--- src/rtl/slf_pkg.sv ---
// slf_pkg: shared constants for the session link state machine
// event, transmit, timer and register codes, register reset values, field widths
// no dependencies
package slf_pkg;

    localparam int LEN_BITS_DEF = 10;

    localparam int OP_W    = 3;
    localparam int BYTE_W  = 8;
    localparam int STATE_W = 3;
    localparam int KIND_W  = 2;
    localparam int TIMER_W = 2;
    localparam int CFG_IDX_W = 3;

    // event codes
    localparam logic [OP_W-1:0] EV_START   = 3'd0;
    localparam logic [OP_W-1:0] EV_STOP    = 3'd1;
    localparam logic [OP_W-1:0] EV_PAYLOAD = 3'd2;
    localparam logic [OP_W-1:0] EV_RX      = 3'd3;
    localparam logic [OP_W-1:0] EV_ERROR   = 3'd4;
    localparam logic [OP_W-1:0] EV_TIMEOUT = 3'd5;

    // transmit kinds
    localparam logic [KIND_W-1:0] KIND_NONE = 2'd0;
    localparam logic [KIND_W-1:0] KIND_CTRL = 2'd1;
    localparam logic [KIND_W-1:0] KIND_DATA = 2'd2;

    // timer commands
    localparam logic [TIMER_W-1:0] TM_NONE    = 2'd0;
    localparam logic [TIMER_W-1:0] TM_RELOAD  = 2'd1;
    localparam logic [TIMER_W-1:0] TM_ENABLE  = 2'd2;
    localparam logic [TIMER_W-1:0] TM_DISABLE = 2'd3;

    // register indexes
    localparam logic [CFG_IDX_W-1:0] REG_SESSION_ID = 3'd0;
    localparam logic [CFG_IDX_W-1:0] REG_PROTO_ID   = 3'd1;
    localparam logic [CFG_IDX_W-1:0] REG_CONN_REQ   = 3'd2;
    localparam logic [CFG_IDX_W-1:0] REG_CONN_CONF  = 3'd3;
    localparam logic [CFG_IDX_W-1:0] REG_KEEP_REQ   = 3'd4;
    localparam logic [CFG_IDX_W-1:0] REG_KEEP_CONF  = 3'd5;
    localparam logic [CFG_IDX_W-1:0] REG_DISC_REQ   = 3'd6;
    localparam logic [CFG_IDX_W-1:0] REG_DISC_CONF  = 3'd7;

    // register reset values
    localparam logic [BYTE_W-1:0] RST_SESSION_ID = 8'd0;
    localparam logic [BYTE_W-1:0] RST_PROTO_ID   = 8'd0;
    localparam logic [BYTE_W-1:0] RST_CONN_REQ   = 8'd0;
    localparam logic [BYTE_W-1:0] RST_CONN_CONF  = 8'd1;
    localparam logic [BYTE_W-1:0] RST_KEEP_REQ   = 8'd2;
    localparam logic [BYTE_W-1:0] RST_KEEP_CONF  = 8'd3;
    localparam logic [BYTE_W-1:0] RST_DISC_REQ   = 8'd4;
    localparam logic [BYTE_W-1:0] RST_DISC_CONF  = 8'd5;

    localparam int CTRL_FRAME_LEN = 3;

endpackage

--- src/rtl/session_link_fsm.sv ---
// session_link_fsm: session layer state machine of a serial link, depends on slf_pkg
// one event word in, one result word out, input register then result register
// throughput: one event word per cycle; input ready falls only while both registers
//   hold a word and the result word is not taken
// reset: asynchronous active low; disconnected, link disabled, default codes, both emptied
module session_link_fsm
#(
    parameter int LEN_BITS = slf_pkg::LEN_BITS_DEF
)
(
    input  logic clk,
    input  logic rst_n,

    input  logic                                  cfg_we,
    input  logic [slf_pkg::CFG_IDX_W-1:0]         cfg_index,
    input  logic [slf_pkg::BYTE_W-1:0]            cfg_data,

    input  logic                                  s_axis_tvalid,
    output logic                                  s_axis_tready,
    // opcode, frame_proto, frame_ctrl, frame_len, zero fill
    input  logic [((19 + LEN_BITS + 7) / 8) * 8 - 1:0] s_axis_tdata,

    output logic                                  m_axis_tvalid,
    input  logic                                  m_axis_tready,
    // next_state, tx_kind, tx_ctrl, tx_id, tx_len, deliver_up, deliver_len,
    // timer_action, link_enabled, zero fill
    output logic [((26 + 2 * LEN_BITS + 7) / 8) * 8 - 1:0] m_axis_tdata
);
    import slf_pkg::*;

    localparam int IN_W      = OP_W + 2 * BYTE_W + LEN_BITS;
    localparam int OUT_W     = STATE_W + KIND_W + 2 * BYTE_W + (LEN_BITS + 1) + 1
                               + LEN_BITS + TIMER_W + 1;
    localparam int OUT_PAD_W = ((OUT_W + 7) / 8) * 8;

    typedef enum logic [STATE_W-1:0] {
        ST_DISC  = 3'd0,
        ST_HAND1 = 3'd1,
        ST_HAND2 = 3'd2,
        ST_HAND3 = 3'd3,
        ST_CON   = 3'd4,
        ST_CHECK = 3'd5,
        ST_HALF1 = 3'd6,
        ST_HALF2 = 3'd7
    } state_t;

    // highest field first, opcode in the lowest bits
    typedef struct packed {
        logic [LEN_BITS-1:0] frame_len;
        logic [BYTE_W-1:0]   frame_ctrl;
        logic [BYTE_W-1:0]   frame_proto;
        logic [OP_W-1:0]     opcode;
    } event_t;

    // highest field first, next_state in the lowest bits
    typedef struct packed {
        logic                link_enabled;
        logic [TIMER_W-1:0]  timer_action;
        logic [LEN_BITS-1:0] deliver_len;
        logic                deliver_up;
        logic [LEN_BITS:0]   tx_len;
        logic [BYTE_W-1:0]   tx_id;
        logic [BYTE_W-1:0]   tx_ctrl;
        logic [KIND_W-1:0]   tx_kind;
        logic [STATE_W-1:0]  next_state;
    } result_t;

    logic [BYTE_W-1:0] session_id_reg, proto_id_reg;
    logic [BYTE_W-1:0] conn_req_reg, conn_conf_reg, keep_req_reg;
    logic [BYTE_W-1:0] keep_conf_reg, disc_req_reg, disc_conf_reg;

    state_t  state_reg, state_next;
    logic    enabled_reg, enabled_next;
    logic    in_valid_reg;
    event_t  in_reg;
    logic    out_valid_reg;
    result_t out_reg, out_next;

    logic    advance;
    logic    ctl, dat, tmo_err;
    logic    send_ctrl, send_data, dlv;
    logic [BYTE_W-1:0]  ctrl_code;
    logic [TIMER_W-1:0] tm;

    // configuration registers
    always_ff @(posedge clk or negedge rst_n)
    begin
        if (!rst_n)
        begin
            session_id_reg <= RST_SESSION_ID;
            proto_id_reg   <= RST_PROTO_ID;
            conn_req_reg   <= RST_CONN_REQ;
            conn_conf_reg  <= RST_CONN_CONF;
            keep_req_reg   <= RST_KEEP_REQ;
            keep_conf_reg  <= RST_KEEP_CONF;
            disc_req_reg   <= RST_DISC_REQ;
            disc_conf_reg  <= RST_DISC_CONF;
        end
        else if (cfg_we)
        begin
            case (cfg_index)
                REG_SESSION_ID: session_id_reg <= cfg_data;
                REG_PROTO_ID:   proto_id_reg   <= cfg_data;
                REG_CONN_REQ:   conn_req_reg   <= cfg_data;
                REG_CONN_CONF:  conn_conf_reg  <= cfg_data;
                REG_KEEP_REQ:   keep_req_reg   <= cfg_data;
                REG_KEEP_CONF:  keep_conf_reg  <= cfg_data;
                REG_DISC_REQ:   disc_req_reg   <= cfg_data;
                REG_DISC_CONF:  disc_conf_reg  <= cfg_data;
                default:        session_id_reg <= session_id_reg;
            endcase
        end
    end

    assign advance       = in_valid_reg && (!out_valid_reg || m_axis_tready);
    assign s_axis_tready = !in_valid_reg || advance;

    // input register
    always_ff @(posedge clk or negedge rst_n)
    begin
        if (!rst_n)
        begin
            in_valid_reg <= 1'b0;
            in_reg       <= '0;
        end
        else if (s_axis_tready)
        begin
            in_valid_reg <= s_axis_tvalid;
            if (s_axis_tvalid)
            begin
                in_reg <= event_t'(s_axis_tdata[IN_W-1:0]);
            end
        end
    end

    assign ctl     = (in_reg.opcode == EV_RX) && (in_reg.frame_proto == proto_id_reg);
    assign dat     = (in_reg.opcode == EV_RX) && (in_reg.frame_proto != proto_id_reg);
    assign tmo_err = (in_reg.opcode == EV_TIMEOUT) || (in_reg.opcode == EV_ERROR);

    // transitions, first match wins in each state
    always_comb
    begin
        state_next   = state_reg;
        enabled_next = enabled_reg;
        send_ctrl    = 1'b0;
        send_data    = 1'b0;
        dlv          = 1'b0;
        ctrl_code    = '0;
        tm           = TM_NONE;
        case (state_reg)
            ST_DISC:
            begin
                if (in_reg.opcode == EV_START)
                begin
                    state_next = ST_HAND1; send_ctrl = 1'b1; ctrl_code = conn_req_reg;
                    tm = TM_ENABLE;
                end
            end
            ST_HAND1:
            begin
                if (ctl && in_reg.frame_ctrl == conn_req_reg)
                begin
                    state_next = ST_HAND2; send_ctrl = 1'b1; ctrl_code = conn_conf_reg;
                    tm = TM_RELOAD;
                end
                else if (ctl && in_reg.frame_ctrl == conn_conf_reg)
                begin
                    state_next = ST_HAND3; tm = TM_RELOAD;
                end
                else if (tmo_err)
                begin
                    state_next = ST_HAND1; send_ctrl = 1'b1; ctrl_code = conn_req_reg;
                    tm = TM_RELOAD;
                end
            end
            ST_HAND2:
            begin
                if (ctl && in_reg.frame_ctrl == disc_req_reg)
                begin
                    state_next = ST_HALF2; send_ctrl = 1'b1; ctrl_code = disc_req_reg;
                    tm = TM_RELOAD;
                end
                else if (ctl && in_reg.frame_ctrl == conn_conf_reg)
                begin
                    state_next = ST_CON; tm = TM_RELOAD; enabled_next = 1'b1;
                end
                else if (tmo_err)
                begin
                    state_next = ST_HAND1; send_ctrl = 1'b1; ctrl_code = conn_req_reg;
                    tm = TM_RELOAD;
                end
            end
            ST_HAND3:
            begin
                if (ctl && in_reg.frame_ctrl == conn_req_reg)
                begin
                    state_next = ST_CON; send_ctrl = 1'b1; ctrl_code = conn_conf_reg;
                    tm = TM_RELOAD; enabled_next = 1'b1;
                end
                else if (tmo_err)
                begin
                    state_next = ST_HAND1; send_ctrl = 1'b1; ctrl_code = conn_req_reg;
                    tm = TM_RELOAD;
                end
            end
            ST_CON:
            begin
                if (in_reg.opcode == EV_STOP)
                begin
                    state_next = ST_HALF1; send_ctrl = 1'b1; ctrl_code = disc_req_reg;
                    tm = TM_RELOAD;
                end
                else if (in_reg.opcode == EV_PAYLOAD)
                begin
                    send_data = 1'b1; tm = TM_RELOAD;
                end
                else if (dat)
                begin
                    dlv = 1'b1; tm = TM_RELOAD;
                end
                else if (ctl && in_reg.frame_ctrl == keep_req_reg)
                begin
                    send_ctrl = 1'b1; ctrl_code = keep_conf_reg; tm = TM_RELOAD;
                end
                else if (ctl && in_reg.frame_ctrl == disc_req_reg)
                begin
                    state_next = ST_HALF2; send_ctrl = 1'b1; ctrl_code = disc_req_reg;
                    tm = TM_RELOAD;
                end
                else if (in_reg.opcode == EV_TIMEOUT)
                begin
                    state_next = ST_CHECK; send_ctrl = 1'b1; ctrl_code = keep_req_reg;
                    tm = TM_RELOAD;
                end
                else if (in_reg.opcode == EV_ERROR)
                begin
                    state_next = ST_HAND1; send_ctrl = 1'b1; ctrl_code = conn_req_reg;
                    tm = TM_RELOAD;
                end
            end
            ST_CHECK:
            begin
                if (in_reg.opcode == EV_PAYLOAD)
                begin
                    send_data = 1'b1;
                end
                else if (ctl && in_reg.frame_ctrl == keep_req_reg)
                begin
                    send_ctrl = 1'b1; ctrl_code = keep_conf_reg;
                end
                else if (dat)
                begin
                    state_next = ST_CON; dlv = 1'b1; tm = TM_RELOAD;
                end
                else if (ctl && in_reg.frame_ctrl == keep_conf_reg)
                begin
                    state_next = ST_CON; tm = TM_RELOAD;
                end
                else if (ctl && in_reg.frame_ctrl == disc_req_reg)
                begin
                    state_next = ST_HALF2; send_ctrl = 1'b1; ctrl_code = disc_req_reg;
                    tm = TM_RELOAD;
                end
                else if (tmo_err)
                begin
                    state_next = ST_HAND1; send_ctrl = 1'b1; ctrl_code = conn_req_reg;
                    tm = TM_RELOAD;
                end
            end
            ST_HALF1:
            begin
                if (dat)
                begin
                    dlv = 1'b1;
                end
                else if (ctl && in_reg.frame_ctrl == keep_req_reg)
                begin
                    send_ctrl = 1'b1; ctrl_code = disc_req_reg;
                end
                else if (ctl && in_reg.frame_ctrl == disc_req_reg)
                begin
                    state_next = ST_DISC; send_ctrl = 1'b1; ctrl_code = disc_conf_reg;
                    tm = TM_DISABLE; enabled_next = 1'b0;
                end
                else if (tmo_err)
                begin
                    state_next = ST_DISC; tm = TM_DISABLE; enabled_next = 1'b0;
                end
            end
            ST_HALF2:
            begin
                if (ctl && in_reg.frame_ctrl == disc_req_reg)
                begin
                    send_ctrl = 1'b1; ctrl_code = disc_req_reg;
                end
                else if (ctl && in_reg.frame_ctrl == disc_conf_reg)
                begin
                    state_next = ST_DISC; tm = TM_DISABLE; enabled_next = 1'b0;
                end
                else if (tmo_err)
                begin
                    state_next = ST_DISC; tm = TM_DISABLE; enabled_next = 1'b0;
                end
            end
            default:
            begin
                state_next = state_reg;
            end
        endcase
    end

    // result word
    always_comb
    begin
        out_next              = '0;
        out_next.next_state   = state_next;
        out_next.timer_action = tm;
        out_next.link_enabled = enabled_next;
        if (send_ctrl)
        begin
            out_next.tx_kind = KIND_CTRL;
            out_next.tx_ctrl = ctrl_code;
            out_next.tx_id   = session_id_reg;
            out_next.tx_len  = (LEN_BITS + 1)'(CTRL_FRAME_LEN);
        end
        else if (send_data)
        begin
            out_next.tx_kind = KIND_DATA;
            out_next.tx_id   = session_id_reg;
            out_next.tx_len  = {1'b0, in_reg.frame_len} + (LEN_BITS + 1)'(1);
        end
        if (dlv)
        begin
            out_next.deliver_up  = 1'b1;
            out_next.deliver_len = (in_reg.frame_len == '0) ? '0
                                   : in_reg.frame_len - LEN_BITS'(1);
        end
    end

    // state and result register
    always_ff @(posedge clk or negedge rst_n)
    begin
        if (!rst_n)
        begin
            state_reg     <= ST_DISC;
            enabled_reg   <= 1'b0;
            out_valid_reg <= 1'b0;
            out_reg       <= '0;
        end
        else if (advance)
        begin
            state_reg     <= state_next;
            enabled_reg   <= enabled_next;
            out_valid_reg <= 1'b1;
            out_reg       <= out_next;
        end
        else if (m_axis_tready)
        begin
            out_valid_reg <= 1'b0;
        end
    end

    assign m_axis_tvalid = out_valid_reg;
    assign m_axis_tdata  = OUT_PAD_W'(out_reg);

    // result word tracks the state it reports
    a_state_match: assert property (@(posedge clk) disable iff (!rst_n)
        out_valid_reg |-> (out_reg.next_state == state_reg)
                          && (out_reg.link_enabled == enabled_reg))
        else $error("result word out of step with state");

    a_tx_idle_zero: assert property (@(posedge clk) disable iff (!rst_n)
        out_valid_reg && (out_reg.tx_kind == KIND_NONE)
            |-> (out_reg.tx_id == '0) && (out_reg.tx_len == '0) && (out_reg.tx_ctrl == '0))
        else $error("idle transmit fields not cleared");

    a_deliver_zero: assert property (@(posedge clk) disable iff (!rst_n)
        out_valid_reg && !out_reg.deliver_up |-> (out_reg.deliver_len == '0))
        else $error("deliver length without delivery");

    a_no_drop: assert property (@(posedge clk) disable iff (!rst_n)
        in_valid_reg && !advance |=> in_valid_reg && $stable(in_reg))
        else $error("held event word lost");

    a_state_hold: assert property (@(posedge clk) disable iff (!rst_n)
        !advance |=> $stable(state_reg) && $stable(enabled_reg))
        else $error("state moved without an event");

endmodule

--- config.mk ---
export PLATFORM = sky130hd
export DESIGN_NAME = session_link_fsm
export DESIGN_NICKNAME = d
export VERILOG_FILES = /design/src/rtl/slf_pkg.sv /design/src/rtl/session_link_fsm.sv
export SDC_FILE = /design/constraint.sdc
export NUM_CORES = 1
export LEC_CHECK = 0
export BUFFER_PORTS_ARGS = -buffer_cell sky130_fd_sc_hd__buf_2
export CORE_ASPECT_RATIO = 0.5
export CORE_MARGIN = 2
export CORE_UTILIZATION = 45
export DETAILED_ROUTE_END_ITERATION = 6
export GPL_TIMING_DRIVEN = 0
export PLACE_DENSITY = 0.71
export SLEW_MARGIN = 20
export SYNTH_ARGS = -nofsm -noshare
export SYNTH_HDL_FRONTEND = slang
export SYNTH_SLANG_ARGS = --single-unit
--- constraint.sdc ---
create_clock -name clk -period 2.24 [get_ports clk]
set_input_delay 0.112 -clock clk [delete_from_list [all_inputs] [get_ports clk]]
set_output_delay 0.112 -clock clk [all_outputs]
set_load 0.02 [all_outputs]
==> flow_metrics.tcl <==
set metrics [dict create \
    maxCapViolCount 0 \
    largest_register_ff_count 46 \
    peakVddDrop_mv 0.559 \
    cp.required_ns 2.55 \
    syn_to_final_growth_pct 30.9 \
    p_seq_frac 0.413 \
    endpoint_kind "flip-flop" \
    crit_top_cell "buf_4" \
    nets 940 \
    gp_congestion 1.01 \
    num_rows 33 \
    cts_tree "done" \
    wl_per_cell_um 21.0 \
    insertedDiodeCount 0 \
    dp_hpwl_um 16300 \
    grtUsageTotal 0.267 \
    numPortBuffers 88 \
    max_freq_mhz 408 \
    core-area_um2 16500 \
    clk_pin_slew_ns 0.07 \
    slew_violations 0 \
    clkPwrFrac 0.352 \
    grt_overflow_total 0 \
    yosysSeqAreaShare 0.465 \
    via_count 6550 \
    violations "negative setup slack" \
    cp_cell_sequence "xor2_1 > nor4_4 > buf_4 > buf_4 > nand3_4 > nor2_4 > buf_4 > buf_12 > mux2i_1 > o211ai_1 > o22a_1" \
    antenna_left 0 \
    design.die.area_um2 18000 \
    fin_hold_ws_ns 0.0531 \
    drtPass1Iterations 5 \
    clk_path_buf_depth 2 \
    multi_input_area_um2 4200 \
    power.leakage_uw 0.00429 \
    critPathTopFamily "simple AND/OR/NAND/NOR gates" \
    grt_antenna_before_repair 0 \
    synthTopCellsByArea "dfrtp_1, mux2_2, xnor2_1, xor2_1, o21ai_0" \
    rsz0062_at_grt "true" \
    synth_area_per_cell_um2 10.5 \
    grt_max_degree 75 \
    cts_root_buf "clkbuf_16" \
    fin_crit_ns 2.45 \
    crit_fanout 5 \
    cts.sinks 141 \
    finClkSkew_ns 0.0173 \
    power_uw 8160 \
    drc 0 \
    yosys.area.top_type_share 0.441 \
    tightest_slew_ns 0.926 \
    netlist_instances 723 \
    cp-start-kind "flip-flop" \
    hold_path_class "input port to flip-flop" \
    cts_max_level 4 \
    p_int_uw 5440 \
    grt_pass1_wl_um 36400 \
    crit_buf_inv 4 \
    clkLatencyLatePin_ns 0.42 \
    setup_viol_count_final 25 \
    status "finished with violations" \
    initial_core_util 0.462 \
    criticalPathCategory "flip-flop to flip-flop" \
    drt-total-wl_um 23800 \
    p_sw_frac 0.333 \
    ys_types 70 \
    via_per_inst 5.80 \
    synth_area_um2 7610 \
    period_share 1.09 \
    switchingPower_uw 2720 \
    drt_iter0_markers 654 \
    synth_edf_count 0 \
    fp.dieW_um 188 \
    synth-main-ff-cell "dfrtp_1" \
    layout-drive-gt1-share 0.383 \
    max-slew-margin-rel 0.378 \
    finalHoldViolCount 0 \
    grt_pass1_vias 6412 \
    worst_slack_ns -0.211 \
    ys_ff_latch 141 \
    fillers 1345 \
    power_density_nw_per_um2 819 \
    synth_async_sr_flop_share 1.00 \
    tns_ns -3.78 \
    critPathMaxStageDelay_ns 0.39 \
    p_comb_frac 0.236 \
    yosysTopAreaCell "dfrtp_1" \
    die_h_um 96.0 \
    io-pin-count 98 \
    seqCellArea_um2 3540 \
    cts_buffers 17 \
    slowest_stage "dfrtp_1" \
    cp.arrival_ns 2.76 \
    yosys_warnings 0 \
]
==> layout make-up <==
type	count	share of cell area
multi-input cells	531	0.421
clock inverters	15	0.0172
well taps	227	0.0285
clock buffers	17	0.0427
plain buffers	42	0.0247
repair buffers	147	0.107
flip-flops and latches	141	0.355
inverters	10	0.00389
==> worst reg2reg max path, cell delays in order (launching register included) <==
cell,delay (ns)
dfrtp_1,0.39
xor2_1,0.19
nor4_4,0.28
buf_4,0.19
buf_4,0.14
nand3_4,0.16
nor2_4,0.19
buf_4,0.14
buf_12,0.10
mux2i_1,0.18
o211ai_1,0.16
o22a_1,0.22
==> final timing paths <==
check / cells past startpoint / slack (ns) / from / to
worst max-delay path: 11 / -0.21 / proto_id_reg[6] / m_axis_tdata[6]
worst min-delay path: 3 / 0.05 / m_axis_tready / m_axis_tvalid
worst max register to register: 11 / -0.21 / proto_id_reg[6] / m_axis_tdata[6]
worst min register to register: 1 / 0.48 / m_axis_tdata[37] / m_axis_tdata[37]
max in group asynchronous: 3 / 1.21 / rst_n / disc_req_reg[2]
min in group asynchronous: 2 / 0.24 / rst_n / disc_conf_reg[3]
==> synthesized netlist by cell type, types with 6 or more instances <==
master and number:
nor2_1 45, a31oi_1 7, inv_1 9, dfstp_2 7, mux2_2 93, o21ai_0 47, mux2i_1 10, clkbuf_1 24
dfrtp_1 134, nand4_1 13, buf_2 10, xor2_1 28, a21o_1 6, nand3_1 14, nor3_1 16, a221oi_1 12
a21oi_1 33, nand2_1 60, nand2b_1 8, xnor2_1 43
==> power groups by stage <==
stage / clock network [uW] / logic, uW / registers, uW
3_3_place_gp: 0 / 1610 / 3360
2_1_floorplan: 0 / 1100 / 3350
3_5_place_dp: 0 / 1650 / 3380
6_report: 2870 / 1920 / 3370
5_1_grt: 3010 / 2060 / 3420
4_1_cts: 2880 / 1840 / 3350
==> through the flow <==
| stage | area, um^2 | std cells | setup slack [ns] | util |
|---|---|---|---|---|
| 6_report | 9960 | 1130 | -0.211 | 0.605 |
| 2_1_floorplan | 7610 | 724 | 0.0840 | - |
| 3_5_place_dp | 8380 | 1040 | -0.826 | 0.509 |
| 4_1_cts | 9670 | 1117 | -0.145 | 0.587 |
| 5_1_grt | 9960 | 1130 | -0.311 | 0.605 |
| 3_3_place_gp | 8340 | 1039 | -0.884 | 0.506 |
==> cell families after synthesis <==
kind of cell,share of synthesized area
XOR/XNOR,0.0817
adder cells (fa/ha/maj),0.00329
flip-flops,0.465
buffers and inverters,0.0327
other,0.000493
AND/OR/NAND/NOR,0.132
multiplexers,0.151
AO/OA/AOI/OAI,0.135
==> repair_timing <==
item	in CTS	in global routing
pin swaps	20	20
hold buffers	31	0
buffers inserted	14	10
cloned	1	3
gates resized for setup	59	38
endpoints found under the setup margin	49	41
hold endpoints to repair	100	0
==> metal layers <==
layer / track usage / vias up / wire length [um]
li1: - / 2945 / -
met1: 0.366 / 3276 / 10800
met2: 0.414 / 283 / 10500
met3: 0.0715 / 46 / 1960
met4: 0.0925 / 0 / 477
met5: 0 / - / 0
==> placed cells by master (no fill, tap or decap), drive strengths merged, types with 28 or more instances in the layout <==
master	n
dlygate4sd3	31
o21ai	52
nand2	62
clkbuf	44
buf	131
dfrtp	134
a21oi	36
nor2	46
mux2	93
xnor2	43
xor2	28
Power figures use the tool's default switching activity.
